<file path="src/ncr_utf8_pkg.sv">
// Shared types, character codes and the UTF-8 encoder for the numeric
// character reference decoder. Used by the parser and the top level.
`timescale 1ns / 1ps

package ncr_utf8_pkg;

  localparam int unsigned ByteW  = 8;
  localparam int unsigned CodeW  = 21;
  localparam int unsigned MaxOut = 4;
  localparam int unsigned CountW = 3;

  localparam logic [ByteW-1:0] AMP_CHAR   = 8'h26;  // '&'
  localparam logic [ByteW-1:0] HASH_CHAR  = 8'h23;  // '#'
  localparam logic [ByteW-1:0] SEMI_CHAR  = 8'h3B;  // ';'
  localparam logic [ByteW-1:0] ZERO_CHAR  = 8'h30;  // '0'
  localparam logic [ByteW-1:0] NINE_CHAR  = 8'h39;  // '9'

  localparam logic [CodeW-1:0] CODE_MAX   = 21'h1FFFFF;
  localparam logic [CodeW-1:0] LIMIT_2B   = 21'h000080;
  localparam logic [CodeW-1:0] LIMIT_3B   = 21'h000800;
  localparam logic [CodeW-1:0] LIMIT_4B   = 21'h010000;

  localparam logic [ByteW-1:0] LEAD_2B    = 8'hC0;
  localparam logic [ByteW-1:0] LEAD_3B    = 8'hE0;
  localparam logic [ByteW-1:0] LEAD_4B    = 8'hF0;
  localparam logic [ByteW-1:0] CONT_MARK  = 8'h80;

  // Parser modes, one-hot.
  typedef enum logic [3:0] {
    MODE_PLAIN  = 4'b0001,
    MODE_AMP    = 4'b0010,
    MODE_DIGITS = 4'b0100,
    MODE_SKIP   = 4'b1000
  } mode_t;

  // Bytes produced by one input transaction, first byte in entry 0.
  typedef struct packed {
    logic [CountW-1:0]              count;
    logic [MaxOut-1:0][ByteW-1:0]   bytes;
  } emit_t;

  // Encode a code value as UTF-8; a value of zero gives no bytes.
  function automatic emit_t utf8_encode(input logic [CodeW-1:0] c);
    emit_t e;
    e = '0;
    priority if (c == '0) begin
      e.count = 3'd0;
    end else if (c < LIMIT_2B) begin
      e.count    = 3'd1;
      e.bytes[0] = {1'b0, c[6:0]};
    end else if (c < LIMIT_3B) begin
      e.count    = 3'd2;
      e.bytes[0] = LEAD_2B | {3'b000, c[10:6]};
      e.bytes[1] = CONT_MARK | {2'b00, c[5:0]};
    end else if (c < LIMIT_4B) begin
      e.count    = 3'd3;
      e.bytes[0] = LEAD_3B | {4'b0000, c[15:12]};
      e.bytes[1] = CONT_MARK | {2'b00, c[11:6]};
      e.bytes[2] = CONT_MARK | {2'b00, c[5:0]};
    end else begin
      e.count    = 3'd4;
      e.bytes[0] = LEAD_4B | {5'b00000, c[20:18]};
      e.bytes[1] = CONT_MARK | {2'b00, c[17:12]};
      e.bytes[2] = CONT_MARK | {2'b00, c[11:6]};
      e.bytes[3] = CONT_MARK | {2'b00, c[5:0]};
    end
    return e;
  endfunction

endpackage

</file>
<file path="src/ncr_utf8_parse.sv">
// Character reference parser: holds the parse mode and the decimal accumulator
// and works out the bytes that each accepted text byte produces. Uses ncr_utf8_pkg.
`timescale 1ns / 1ps

module ncr_utf8_parse (
  input  logic                        clk,
  input  logic                        rst,
  input  logic                        accept,
  input  logic [ncr_utf8_pkg::ByteW-1:0] in_byte,
  input  logic                        in_last,
  output ncr_utf8_pkg::emit_t         emit
);

  ncr_utf8_pkg::mode_t                  mode, mode_next;
  logic [ncr_utf8_pkg::CodeW-1:0]       code, code_next;
  logic [ncr_utf8_pkg::CodeW+3:0]       code_x10;
  logic                                 is_digit;

  // Accumulator step: code * 10 + digit, saturating.
  assign is_digit = (in_byte >= ncr_utf8_pkg::ZERO_CHAR) &&
                    (in_byte <= ncr_utf8_pkg::NINE_CHAR);
  assign code_x10 = {1'b0, code, 3'b000} + {3'b000, code, 1'b0} +
                    {{(ncr_utf8_pkg::CodeW){1'b0}}, in_byte[3:0]};

  // Next state and produced bytes for the byte on the input.
  always_comb begin
    mode_next = mode;
    code_next = code;
    emit      = '0;
    unique case (mode)
      ncr_utf8_pkg::MODE_PLAIN: begin
        if (in_byte == ncr_utf8_pkg::AMP_CHAR) begin
          mode_next = ncr_utf8_pkg::MODE_AMP;
        end else begin
          emit.count    = 3'd1;
          emit.bytes[0] = in_byte;
        end
      end
      ncr_utf8_pkg::MODE_AMP: begin
        if (in_byte == ncr_utf8_pkg::HASH_CHAR) begin
          mode_next = ncr_utf8_pkg::MODE_DIGITS;
          code_next = '0;
        end else if (in_byte == ncr_utf8_pkg::AMP_CHAR) begin
          emit.count    = 3'd1;
          emit.bytes[0] = ncr_utf8_pkg::AMP_CHAR;
        end else begin
          emit.count    = 3'd2;
          emit.bytes[0] = ncr_utf8_pkg::AMP_CHAR;
          emit.bytes[1] = in_byte;
          mode_next     = ncr_utf8_pkg::MODE_PLAIN;
        end
      end
      ncr_utf8_pkg::MODE_DIGITS: begin
        if (is_digit) begin
          if (code_x10 > {4'b0000, ncr_utf8_pkg::CODE_MAX}) begin
            code_next = ncr_utf8_pkg::CODE_MAX;
          end else begin
            code_next = code_x10[ncr_utf8_pkg::CodeW-1:0];
          end
        end else if (in_byte == ncr_utf8_pkg::SEMI_CHAR) begin
          emit      = ncr_utf8_pkg::utf8_encode(code);
          mode_next = ncr_utf8_pkg::MODE_PLAIN;
          code_next = '0;
        end else begin
          mode_next = ncr_utf8_pkg::MODE_SKIP;
        end
      end
      ncr_utf8_pkg::MODE_SKIP: begin
        if (in_byte == ncr_utf8_pkg::SEMI_CHAR) begin
          emit      = ncr_utf8_pkg::utf8_encode(code);
          mode_next = ncr_utf8_pkg::MODE_PLAIN;
          code_next = '0;
        end
      end
      default: begin
        mode_next = ncr_utf8_pkg::MODE_PLAIN;
        code_next = '0;
      end
    endcase

    // End of text flushes a held '&' and drops an open reference.
    if (in_last) begin
      if (mode_next == ncr_utf8_pkg::MODE_AMP) begin
        emit.bytes[emit.count[1:0]] = ncr_utf8_pkg::AMP_CHAR;
        emit.count                  = emit.count + 3'd1;
      end
      mode_next = ncr_utf8_pkg::MODE_PLAIN;
      code_next = '0;
    end
  end

  // Parse state registers advance once per accepted transaction.
  always_ff @(posedge clk) begin
    if (rst) begin
      mode <= ncr_utf8_pkg::MODE_PLAIN;
      code <= '0;
    end else if (accept) begin
      mode <= mode_next;
      code <= code_next;
    end
  end

endmodule

</file>
<file path="src/numeric_char_ref_to_utf8_core.sv">
// Top level of the decimal numeric character reference to UTF-8 decoder.
// Depends on ncr_utf8_pkg and ncr_utf8_parse.
`timescale 1ns / 1ps

// The block takes at most one text byte per cycle and passes ordinary bytes
// through, each on the output in the cycle after it is taken. Each input
// transaction produces zero to four output bytes, held in a four-byte result
// buffer that drains one byte per cycle while the receiver is ready; tlast
// marks the final byte produced by an input byte. A new input byte is taken
// whenever the buffer is empty or its final byte leaves in the same cycle, so
// plain text runs at one byte per cycle while the receiver is ready. An input
// byte that produces more than one byte (as a reference ending in ';' or a
// held '&' released together with the next byte may) holds the input until
// its last byte leaves; bytes that produce nothing leave the input free.

module numeric_char_ref_to_utf8_core (
  input  logic       clk,
  input  logic       rst,
  input  logic       s_tvalid,
  output logic       s_tready,
  input  logic [7:0] s_tdata,   // [7:0] text_byte
  input  logic       s_tlast,   // end_of_text
  output logic       m_tvalid,
  input  logic       m_tready,
  output logic [7:0] m_tdata,   // [7:0] out_byte
  output logic       m_tlast    // last_of_run
);

  ncr_utf8_pkg::emit_t                                     emit;
  logic [ncr_utf8_pkg::MaxOut-1:0][ncr_utf8_pkg::ByteW-1:0] out_buf;
  logic [ncr_utf8_pkg::CountW-1:0]                         out_cnt;
  logic                                                    accept;
  logic                                                    pop;

  // Handshakes: the input is free once the buffer empties this cycle.
  assign pop      = m_tvalid && m_tready;
  assign s_tready = (out_cnt == 3'd0) || ((out_cnt == 3'd1) && m_tready);
  assign accept   = s_tvalid && s_tready;

  ncr_utf8_parse u_parse (
    .clk     (clk),
    .rst     (rst),
    .accept  (accept),
    .in_byte (s_tdata),
    .in_last (s_tlast),
    .emit    (emit)
  );

  // Result buffer: loaded from the parser, shifted out a byte at a time.
  always_ff @(posedge clk) begin
    if (rst) begin
      out_cnt <= '0;
    end else if (accept) begin
      out_cnt <= emit.count;
    end else if (pop) begin
      out_cnt <= out_cnt - 3'd1;
    end
  end

  always_ff @(posedge clk) begin
    if (accept) begin
      out_buf <= emit.bytes;
    end else if (pop) begin
      out_buf <= {8'h00, out_buf[ncr_utf8_pkg::MaxOut-1:1]};
    end
  end

  assign m_tvalid = (out_cnt != 3'd0);
  assign m_tdata  = out_buf[0];
  assign m_tlast  = (out_cnt == 3'd1);

endmodule

</file>
<file path="config.mk">
export PLATFORM = sky130hd
export DESIGN_NAME = numeric_char_ref_to_utf8_core
export DESIGN_NICKNAME = d
export VERILOG_FILES = /design/src/ncr_utf8_pkg.sv /design/src/ncr_utf8_parse.sv /design/src/numeric_char_ref_to_utf8_core.sv
export SDC_FILE = /design/constraint.sdc
export NUM_CORES = 1
export LEC_CHECK = 0
export BUFFER_PORTS_ARGS = -buffer_cell sky130_fd_sc_hd__buf_2
export CAP_MARGIN = 40
export CORE_MARGIN = 10
export CORE_UTILIZATION = 35
export CTS_CLUSTER_SIZE = 40
export DETAILED_ROUTE_END_ITERATION = 7
export GPL_ROUTABILITY_DRIVEN = 0
export PLACE_DENSITY = 0.5
export SYNTH_ARGS = -nofsm -noshare
export SYNTH_HDL_FRONTEND = slang
export SYNTH_SLANG_ARGS = --single-unit
</file>
<file path="constraint.sdc">
create_clock -name clk -period 4.95 [get_ports clk]
set_clock_uncertainty 0.15 [all_clocks]
set_input_delay 0 -clock clk [delete_from_list [all_inputs] [get_ports clk]]
set_output_delay 0 -clock clk [all_outputs]
set_load 0.005 [all_outputs]
</file>
Yosys cells after proc, flatten, opt, wreduce, memory -nomap -nowiden
Index checks and enable logic that the tools add are counted.
{"block": "classes", "bitwise_logic": 3, "n_lt_le_gt_ge": 8, "n_reduce_logical": 11, "n_eq_ne": 11, "n_mux": 44, "add_sub_neg": 4}
{"cell": "35-bit 2-to-1 mux", "count": 4}
{"cell": "21-bit 2-to-1 mux", "count": 5}
{"cell": "32-bit 2-to-1 mux", "count": 3}
{"cell": "21-bit one-hot mux with 4 select lines", "count": 1}
{"cell": "16-bit 2-to-1 mux", "count": 3}
{"cell": "8-bit 2-to-1 mux", "count": 4}
{"cell": "16-bit one-hot mux with 2 select lines", "count": 1}
{"cell": "8-bit one-hot mux with 4 select lines", "count": 1}
{"cell": "4-bit 2-to-1 mux", "count": 7}
{"cell": "24-bit by 22-bit adder with 25-bit output", "count": 1}
{"cell": "25-bit by 4-bit adder with 25-bit output", "count": 1}
{"cell": "25-bit by 21-bit > comparator with 1-bit output (second input constant)", "count": 1}
{"cell": "8-bit by 6-bit equality test with 1-bit output (second input constant)", "count": 3}
{"cell": "24-bit 2-to-1 mux", "count": 1}
{"cell": "8-bit one-hot mux with 3 select lines", "count": 1}
{"cell": "22-bit 2-to-1 mux", "count": 1}
{"cell": "21-bit logical NOT", "count": 1}
{"cell": "21-bit by 12-bit < comparator with 1-bit output (second input constant)", "count": 1}
{"cell": "21-bit by 17-bit < comparator with 1-bit output (second input constant)", "count": 1}
{"cell": "21-bit by 8-bit < comparator with 1-bit output (second input constant)", "count": 1}
{"cell": "3-bit 2-to-1 mux", "count": 7}
{"cell": "20-bit bitwise AND", "count": 1}
{"cell": "20-bit NOT", "count": 1}
{"cell": "8-bit demux with 2-bit select", "count": 1}
{"cell": "other kinds (24)", "count": 29}
{"block": "word_totals", "register_bits": 60, "out_inout_bits": 11, "in_bits": 13, "word_cells": 88}

Depth between registers and ports, before layout
Gate-level depths: netlist of the first run.
{"block": "depth", "word_depth": 17, "depth_mapped": 14}

Hierarchy
From an unflattened synthesis of the first run, not the netlist that was laid out.
{"block": "unflattened", "hier_cells": 563, "hier_area_um2": 4999.8}
{"mod": "ncr_utf8_parse", "n_inst": 1, "area_each_um2": 3345.7, "seq_area_each_um2": 500.5, "cells_per_inst": 455}
{"mod": "numeric_char_ref_to_utf8_core", "n_inst": 1, "area_each_um2": 1654.1, "seq_area_each_um2": 1021.0, "cells_per_inst": 108}

Least setup slack after synthesis of the first run
OpenSTA, ideal clock, no wires.
{"block": "synth_timing", "path_type": "reg2reg", "startpoint": "reg u_parse.code[0] (netlist bit)", "endpoint": "reg u_parse.code[7] (netlist bit)", "t_arrival_ns": 3.439, "setup_time_ns": 0.120, "stages_incl_launch_ff": 14, "n_path_buf": 1, "slack_ns": 1.241, "cell_sequence": "dfxtp_1 -> inv_1 -> fa_1 -> inv_1 -> fa_1 -> a211oi_1 -> o211ai_1 -> a221o_1 -> a21oi_1 -> o21a_1 -> mux2i_1 -> a41oi_1 -> clkbuf_1 -> a211o_1"}
{"block": "synth_via", "elab_chain_len": 7}
{"element": "start, declared", "line": "ncr_utf8_parse.sv:15", "rtl": "logic [ncr_utf8_pkg::CodeW-1:0] code, code_next;"}
{"element": "start signal, assigned", "line": "ncr_utf8_parse.sv:99", "rtl": "code <= code_next;"}
{"element": "24-bit by 22-bit adder with 25-bit output (*)", "line": "ncr_utf8_parse.sv:22", "rtl": "assign code_x10 = {1'b0, code, 3'b000} + {3'b000, code, 1'b0} +"}
{"element": "25-bit by 4-bit adder with 25-bit output (*)", "line": "ncr_utf8_parse.sv:22"}
{"element": "25-bit by 21-bit > comparator with 1-bit output", "line": "ncr_utf8_parse.sv:55", "rtl": "if (code_x10 > {4'b0000, ncr_utf8_pkg::CODE_MAX}) begin"}
{"element": "21-bit 2-to-1 mux (*)", "line": "ncr_utf8_parse.sv:55"}
{"element": "21-bit 2-to-1 mux (*)", "line": "ncr_utf8_parse.sv:54", "rtl": "if (is_digit) begin"}
{"element": "21-bit one-hot mux with 4 select lines (*)", "line": "ncr_utf8_parse.sv:30", "rtl": "unique case (mode)"}
{"element": "21-bit 2-to-1 mux (*)", "line": "ncr_utf8_parse.sv:82", "rtl": "if (in_last) begin"}
Every way passes the cells marked *; elsewhere a longest branch is shown, timed or not.
A chain may end at the register's enable or synchronous reset.

Final worst setup path of the first run
{"block": "layout_timing", "startpoint": "reg u_parse.code[0] (netlist bit)", "endpoint": "reg u_parse.code[0] (netlist bit)"}
{"block": "layout_via", "elab_chain_len": 7, "elab_cells_between_ends": 8}
{"element": "24-bit by 22-bit adder with 25-bit output", "line": "ncr_utf8_parse.sv:22"}
{"element": "25-bit by 4-bit adder with 25-bit output", "line": "ncr_utf8_parse.sv:22"}
{"element": "25-bit by 21-bit > comparator with 1-bit output", "line": "ncr_utf8_parse.sv:55"}
{"element": "21-bit 2-to-1 mux", "line": "ncr_utf8_parse.sv:55"}
{"element": "21-bit 2-to-1 mux", "line": "ncr_utf8_parse.sv:54"}
{"element": "21-bit one-hot mux with 4 select lines (*)", "line": "ncr_utf8_parse.sv:30"}
{"element": "21-bit 2-to-1 mux (*)", "line": "ncr_utf8_parse.sv:82"}
Marked as above.

==> flow_summary.toml, run 1 <==
[sta]
fin_ws_ns = 0.816
hold_viol_final = 0
fmaxAchievable_ghz = 0.242
finalSetupTns_ns = 0
max-slew-margin-rel_pct = 44.6
fin_hold_ws_ns = 0.0538
drv_slew = 0
final.min_clock_period_ns = 4.13
fin_crit_sh_pct = 83.5
max_slew.worst_pin.slew_ns = 0.831
grt_setup_unrepaired = "false"
setup_viol = 0

[floorplanning]
start_util_pct = 35.5
coreArea_um2 = 13100
chipWidth_um = 135
rows = 42
die_area_um2 = 18300
io-pin-count = 24
die_height_um = 135

[synthesis]
synthArstFlopShare_pct = 0
synth_area_um2 = 4670
yosysTopAreaCell = "edfxtp_1"
syn_nets = 602
synth-edff-count = 30
netlist_instances = 539
synth_seq_cells = 58
synthFlopType = "edfxtp_1"
ys_warn_count = 0
ys_seq_area_share_pct = 31.3
synth.area.top_cells = "edfxtp_1 (19%), ha_1 (13%), dfxtp_1 (12%)"
yosysUniqueCellTypes = 59
synth_top_area_share_pct = 19.3
syn_avg_cell_area_um2 = 8.66

[hold_path]
hp-start = "s_tdata[4]"
min_to = "out_buf[12]$_DFFE_PP_"
hold_depth = 4
min_path_type = "in2reg"

[clock_network]
clkTransAtPathRegs_ns = 0.05
cts_root_buf = "clkbuf_16"
clkLatencyLatePin_ns = 0.34
cts_buffer_depth = 2
cts_tree = "done"
cts_buffers = 9
cts_sinks = 58
cts_max_level = 3
post_cts_buffers = 0

[routing]
antenna_left = 0
top_layer = "met4"
vias = 4159
drt-wirelength-per-cell_um = 17.5
vias_per_cell = 5.68
drtIter0Drc = 294
drt-total-wl_mm = 12.8
wl_met3_um = 477
drt-met1-wl_mm = 5.99
met2_length_mm = 6.01
drtPass1Iterations = 5
remaining_drc_errors = 0

[setup_path]
critPathMaxFanout = 20
r2r-start = "u_parse.code[0]$_SDFFE_PP0P_"
rrSetupSlack_ns = 0.82
worstPathArrival_ns = 4.21
crit_required_ns = 5.02
reg2reg_depth = 13
worstReg2RegEnd = "u_parse.code[0]$_SDFFE_PP0P_"
end_kind = "register"
critPathKind = "reg2reg"
start_kind = "register"

[placed_design]
pre_cts_slack_ns = 0.852
post_dp_cell_area_um2 = 4890
place_inst = 707
dp_hpwl_mm = 9.91
io_buffers = 23

[pwr]
combPwrFrac_pct = 30.7
p_clk_share_pct = 29.4
swShare_pct = 32.5
power.internal_mw = 1.30
power_density_nw_per_um2 = 366
irDropWorstVdd_uv = 175
power_switching_uw = 624
power_leakage_nw = 2.30
finalPower_mw = 1.92
seqPwrFrac_pct = 39.9

[grt]
grt_first_pass_wirelength_mm = 21.0
grtUsageTotal_pct = 14.1
grt_pass1_vias = 3999
grt_max_degree = 38
gr-total-overflow = 0
antenna_found_initial = 0

[layout]
final_core_util_pct = 40.0
diodes = 0
nets = 614
syn2layout_area_growth_pct = 12.6
final_cells = 732
layout-drive-gt1-share_pct = 9.89
most-common-layout-cells = "a21oi_1 (55), nand2_1 (50), ha_1 (48), nor2_1 (42), o21ai_0 (39)"
final_area_um2 = 5250
final_common_cell = "a21oi_1"

[run]
cap_viol_max_count = 0

[status]
outcome = "completed"
==> synth_stat cells (all sizes together) (8+ instances only) <==
cell type   n
a221o      22
a21oi      55
buf        17
xnor2      11
nand3      13
nand2      50
xor2        9
clkbuf     22
dfxtp      28
edfxtp     30
a31oi       8
ha         48
inv        20
o21ai      39
a22o       11
a21o       12
a22oi       8
nor2       43
==> logic make-up (layout without fill, tap and decap cells) <==
| family | after synthesis | after routing | share of synthesized area [%] |
|---|---|---|---|
| muxes | 3 | 3 | 0.644 |
| AOI/OAI and AO/OA | 188 | 188 | 27.0 |
| buffers and inverters | 59 | 76 | 5.79 |
| DFF | 58 | 58 | 31.3 |
| xor gates and xnor gates | 20 | 20 | 3.75 |
| and+or+nand+nor | 161 | 161 | 17.8 |
| adders and majority gates | 50 | 50 | 13.7 |
==> worst max path at each step <==
stage	cells after the start	endpoint	slack [ns]	from
floorplan	13	u_parse.code[7]$_SDFFE_PP0P_	1.24	u_parse.code[0]$_SDFFE_PP0P_
global placement	13	u_parse.code[7]$_SDFFE_PP0P_	0.94	u_parse.code[0]$_SDFFE_PP0P_
detailed placement	13	u_parse.code[6]$_SDFFE_PP0P_	0.85	u_parse.code[0]$_SDFFE_PP0P_
CTS	13	u_parse.code[0]$_SDFFE_PP0P_	0.79	u_parse.code[0]$_SDFFE_PP0P_
global route	13	u_parse.code[6]$_SDFFE_PP0P_	0.44	u_parse.code[0]$_SDFFE_PP0P_
finish	13	u_parse.code[0]$_SDFFE_PP0P_	0.82	u_parse.code[0]$_SDFFE_PP0P_
==> timing repair <==
item,in CTS,in global routing
endpoints found under the hold margin,16,0
hold buffers,9,0
setup endpoints to repair,0,0
gates resized for setup,0,0
==> power by group through the flow <==
stage | logic [mW] | clock network (mW) | registers (mW)
2_1_floorplan | 0.433 | 0 | 0.763
3_3_place_gp | 0.544 | 0 | 0.781
3_5_place_dp | 0.594 | 0 | 0.777
4_1_cts | 0.601 | 0.577 | 0.768
5_1_grt | 0.672 | 0.598 | 0.783
6_report | 0.590 | 0.564 | 0.767
==> state kept, by name, indices dropped and copies added, names as in the netlist <==
register and flops:
out_buf 22, u_parse.code 21, m_tdata 8, u_parse.mode 4, out_cnt 3
==> critical path: stages (launching register included) <==
cell,delay (ns)
dfxtp_1,0.44
inv_1,0.13
fa_1,0.52
inv_1,0.07
fa_1,0.48
a211oi_1,0.33
o211ai_1,0.16
a221o_1,0.34
a21oi_1,0.33
o21a_1,0.20
mux2i_1,0.22
a41oi_1,0.14
buf_4,0.23
a221o_1,0.28
==> cell type report <==
cell class,count,area (µm²)
Multi-Input combinational cell,422,2940
Clock buffer,10,229
Fill cell,1355,7880
Sequential cell,58,1460
Tap cell,176,220
Inverter,20,75.1
Clock inverter,6,43.8
Timing Repair Buffer,40,285
==> metal layers <==
layer / GRT usage [%] / vias to the layer above
li1: - / 2046
met1: 18.0 / 1989
met2: 22.7 / 99
met3: 1.85 / 25
met4: 7.54 / 0
met5: 0 / -
No activity file was read; power rests on OpenSTA's default activity.
==> run 2, diff against run 1 <==
==> constraint.sdc (replaced) <==
create_clock -name clk -period 3.9 [get_ports clk]
set_clock_uncertainty 0.15 [all_clocks]
set_input_delay 0 -clock clk [delete_from_list [all_inputs] [get_ports clk]]
set_output_delay 0 -clock clk [all_outputs]
set_load 0.005 [all_outputs]
==> flow_summary.toml, run 2 (synthesized netlist as in run 1, its figures left out) <==
[status]
outcome = "completed"

[hold_path]
min_to = "out_buf[12]$_DFFE_PP_"
min_path_type = "in2reg"
hold_depth = 4
hp-start = "s_tdata[4]"

[routing]
drtIter0Drc = 309
drt-wirelength-per-cell_um = 17.1
remaining_drc_errors = 0
vias = 4196
drt-total-wl_mm = 12.9
drtPass1Iterations = 5
vias_per_cell = 5.56
antenna_left = 0

[grt]
grt_first_pass_wirelength_mm = 21.1
grtUsageTotal_pct = 14.1
grt_max_degree = 31
antenna_found_initial = 0
grt_pass1_vias = 4008
gr-total-overflow = 0

[layout]
layout-drive-gt1-share_pct = 13.7
largest_register_ffs = 22
final_common_cell = "a21oi_1"
most-common-layout-cells = "a21oi_1 (55), nand2_1 (50), ha_1 (48), nor2_1 (42), o21ai_0 (39)"
diodes = 0
largest_register = "out_buf"
syn2layout_area_growth_pct = 16.6
nets = 636

[placed_design]
dp_hpwl_mm = 9.91
pre_cts_slack_ns = 0.128
io_buffers = 23

[setup_path]
slowest_delay_ns = 0.50
r2r-start = "u_parse.code[0]$_SDFFE_PP0P_"
reg2reg_depth = 13
crit_path_top_delay_cell = "fa_1"
critical_path.cell_chain = "inv_1 -> fa_1 -> inv_1 -> fa_2 -> a211oi_2 -> o211ai_1 -> a221o_1 -> a21oi_1 -> o21a_1 -> mux2i_1 -> a41oi_1 -> buf_4 -> a221o_1"
end_kind = "register"
rrSetupSlack_ns = 0.27
cp_top_family = "compound AO/OA/AOI/OAI gates"
critPathKind = "reg2reg"
crit_required_ns = 3.96
critPathBufInv = 3
worstPathArrival_ns = 3.69
worstReg2RegEnd = "u_parse.code[12]$_SDFFE_PP0P_"
critPathMaxFanout = 20
start_kind = "register"

[floorplanning]
chipWidth_um = 135
start_util_pct = 35.5
die_area_um2 = 18300
coreArea_um2 = 13100
io-pin-count = 24
rows = 42
die_height_um = 135

[pwr]
p_clk_share_pct = 31.8
power_density_nw_per_um2 = 459
swShare_pct = 31.9
power_switching_uw = 795
power_leakage_nw = 2.42
combPwrFrac_pct = 29.3
irDropWorstVdd_uv = 219
seqPwrFrac_pct = 39.0
power.internal_mw = 1.70

[sta]
fmaxAchievable_ghz = 0.275
setup_viol = 0
hold_viol_final = 0
fin_crit_sh_pct = 93.2
fin_ws_ns = 0.267
max_slew.worst_pin.slew_ns = 0.749
grt_setup_unrepaired = "false"
final.min_clock_period_ns = 3.63
drv_slew = 0
finalSetupTns_ns = 0
max-slew-margin-rel_pct = 48.7

[run]
cap_viol_max_count = 0

[clock_network]
clkLatencyLatePin_ns = 0.33
cts_buffers = 9
cts_root_buf = "clkbuf_16"
cts_buffer_depth = 2
post_cts_buffers = 0
cts_sinks = 58
cts_max_level = 3
clkTransAtPathRegs_ns = 0.05
cts_tree = "done"
==> run 2: changes by cell type in the layout (fill, tap and decap cells not counted), sizes merged <==
cell and change:
buf +21, bufinv +1, clkbuf -1, clkinv -1, dlygate4sd3 +1, inv +1
==> run 2: routing by layer <==
metal  part of all wire [%]  up-vias  track usage [%]
met5                      0        -                0
met4                    1.7        0             5.08
met3                    4.3       19             1.48
met2                     47      112             22.9
met1                     47     1971             18.9
li1                       -     2094                -
==> run 2: stage by stage <==
step / power, mW / cell area (µm²) / hold slack (ns) / util (%) / cells
after floorplan: 1.52 / 4670 / -0.0605 / - / 539
after detailed placement: 1.72 / 5030 / 0.153 / 38.3 / 728
after CTS: 2.52 / 5430 / 0.0441 / 41.3 / 754
final: 2.50 / 5440 / 0.0466 / 41.4 / 754
after global routing: 2.66 / 5440 / 0.0663 / 41.4 / 754
after global placement: 1.70 / 5030 / 0.140 / 38.3 / 728
==> run 2: worst max-delay path by stage <==
| stage | start | to | slack, ns | cells after the start |
|---|---|---|---|---|
| after floorplan | u_parse.code[0]$_SDFFE_PP0P_ | u_parse.code[7]$_SDFFE_PP0P_ | 0.19 | 13 |
| after global placement | u_parse.code[0]$_SDFFE_PP0P_ | u_parse.code[7]$_SDFFE_PP0P_ | 0.14 | 13 |
| after detailed placement | u_parse.code[0]$_SDFFE_PP0P_ | u_parse.code[9]$_SDFFE_PP0P_ | 0.13 | 13 |
| after CTS | u_parse.code[0]$_SDFFE_PP0P_ | u_parse.code[12]$_SDFFE_PP0P_ | 0.10 | 13 |
| after global routing | u_parse.code[0]$_SDFFE_PP0P_ | u_parse.code[13]$_SDFFE_PP0P_ | 0.05 | 13 |
| final | u_parse.code[0]$_SDFFE_PP0P_ | u_parse.code[12]$_SDFFE_PP0P_ | 0.27 | 13 |
==> run 2: timing repair <==
| action | 4_1_cts | 5_1_grt |
|---|---|---|
| endpoints found under the hold margin | 14 | 0 |
| hold buffers | 10 | 0 |
| gates resized for setup | 0 | 2 |
| setup endpoints to repair | 0 | 20 |
==> run 2: final cells by class <==
cell class,instances,area (µm²)
Multi-Input combinational cell,422,2950
Tap cell,176,220
Timing Repair Buffer,62,433
Fill cell,1350,7700
Sequential cell,58,1460
Clock inverter,7,77.6
Clock buffer,9,225
Inverter,20,75.1
==> run 2: power by group through the flow <==
stage          clock network, mW  logic (mW)  registers, mW
6_report                   0.793       0.730          0.973
4_1_cts                    0.808       0.742          0.975
5_1_grt                    0.832       0.838          0.995
3_3_place_gp                   0       0.721          0.984
2_1_floorplan                  0       0.549          0.968
3_5_place_dp                   0       0.733          0.987
==> run 2: worst register-to-register path, cell delays in order, from the launching register on <==
cell and delay (ns):
dfxtp_1 0.32, inv_1 0.08, fa_1 0.50, inv_1 0.08, fa_2 0.44, a211oi_2 0.26
o211ai_1 0.15, a221o_1 0.35, a21oi_1 0.19, o21a_1 0.17, mux2i_1 0.22, a41oi_1 0.13
buf_4 0.22, a221o_1 0.27
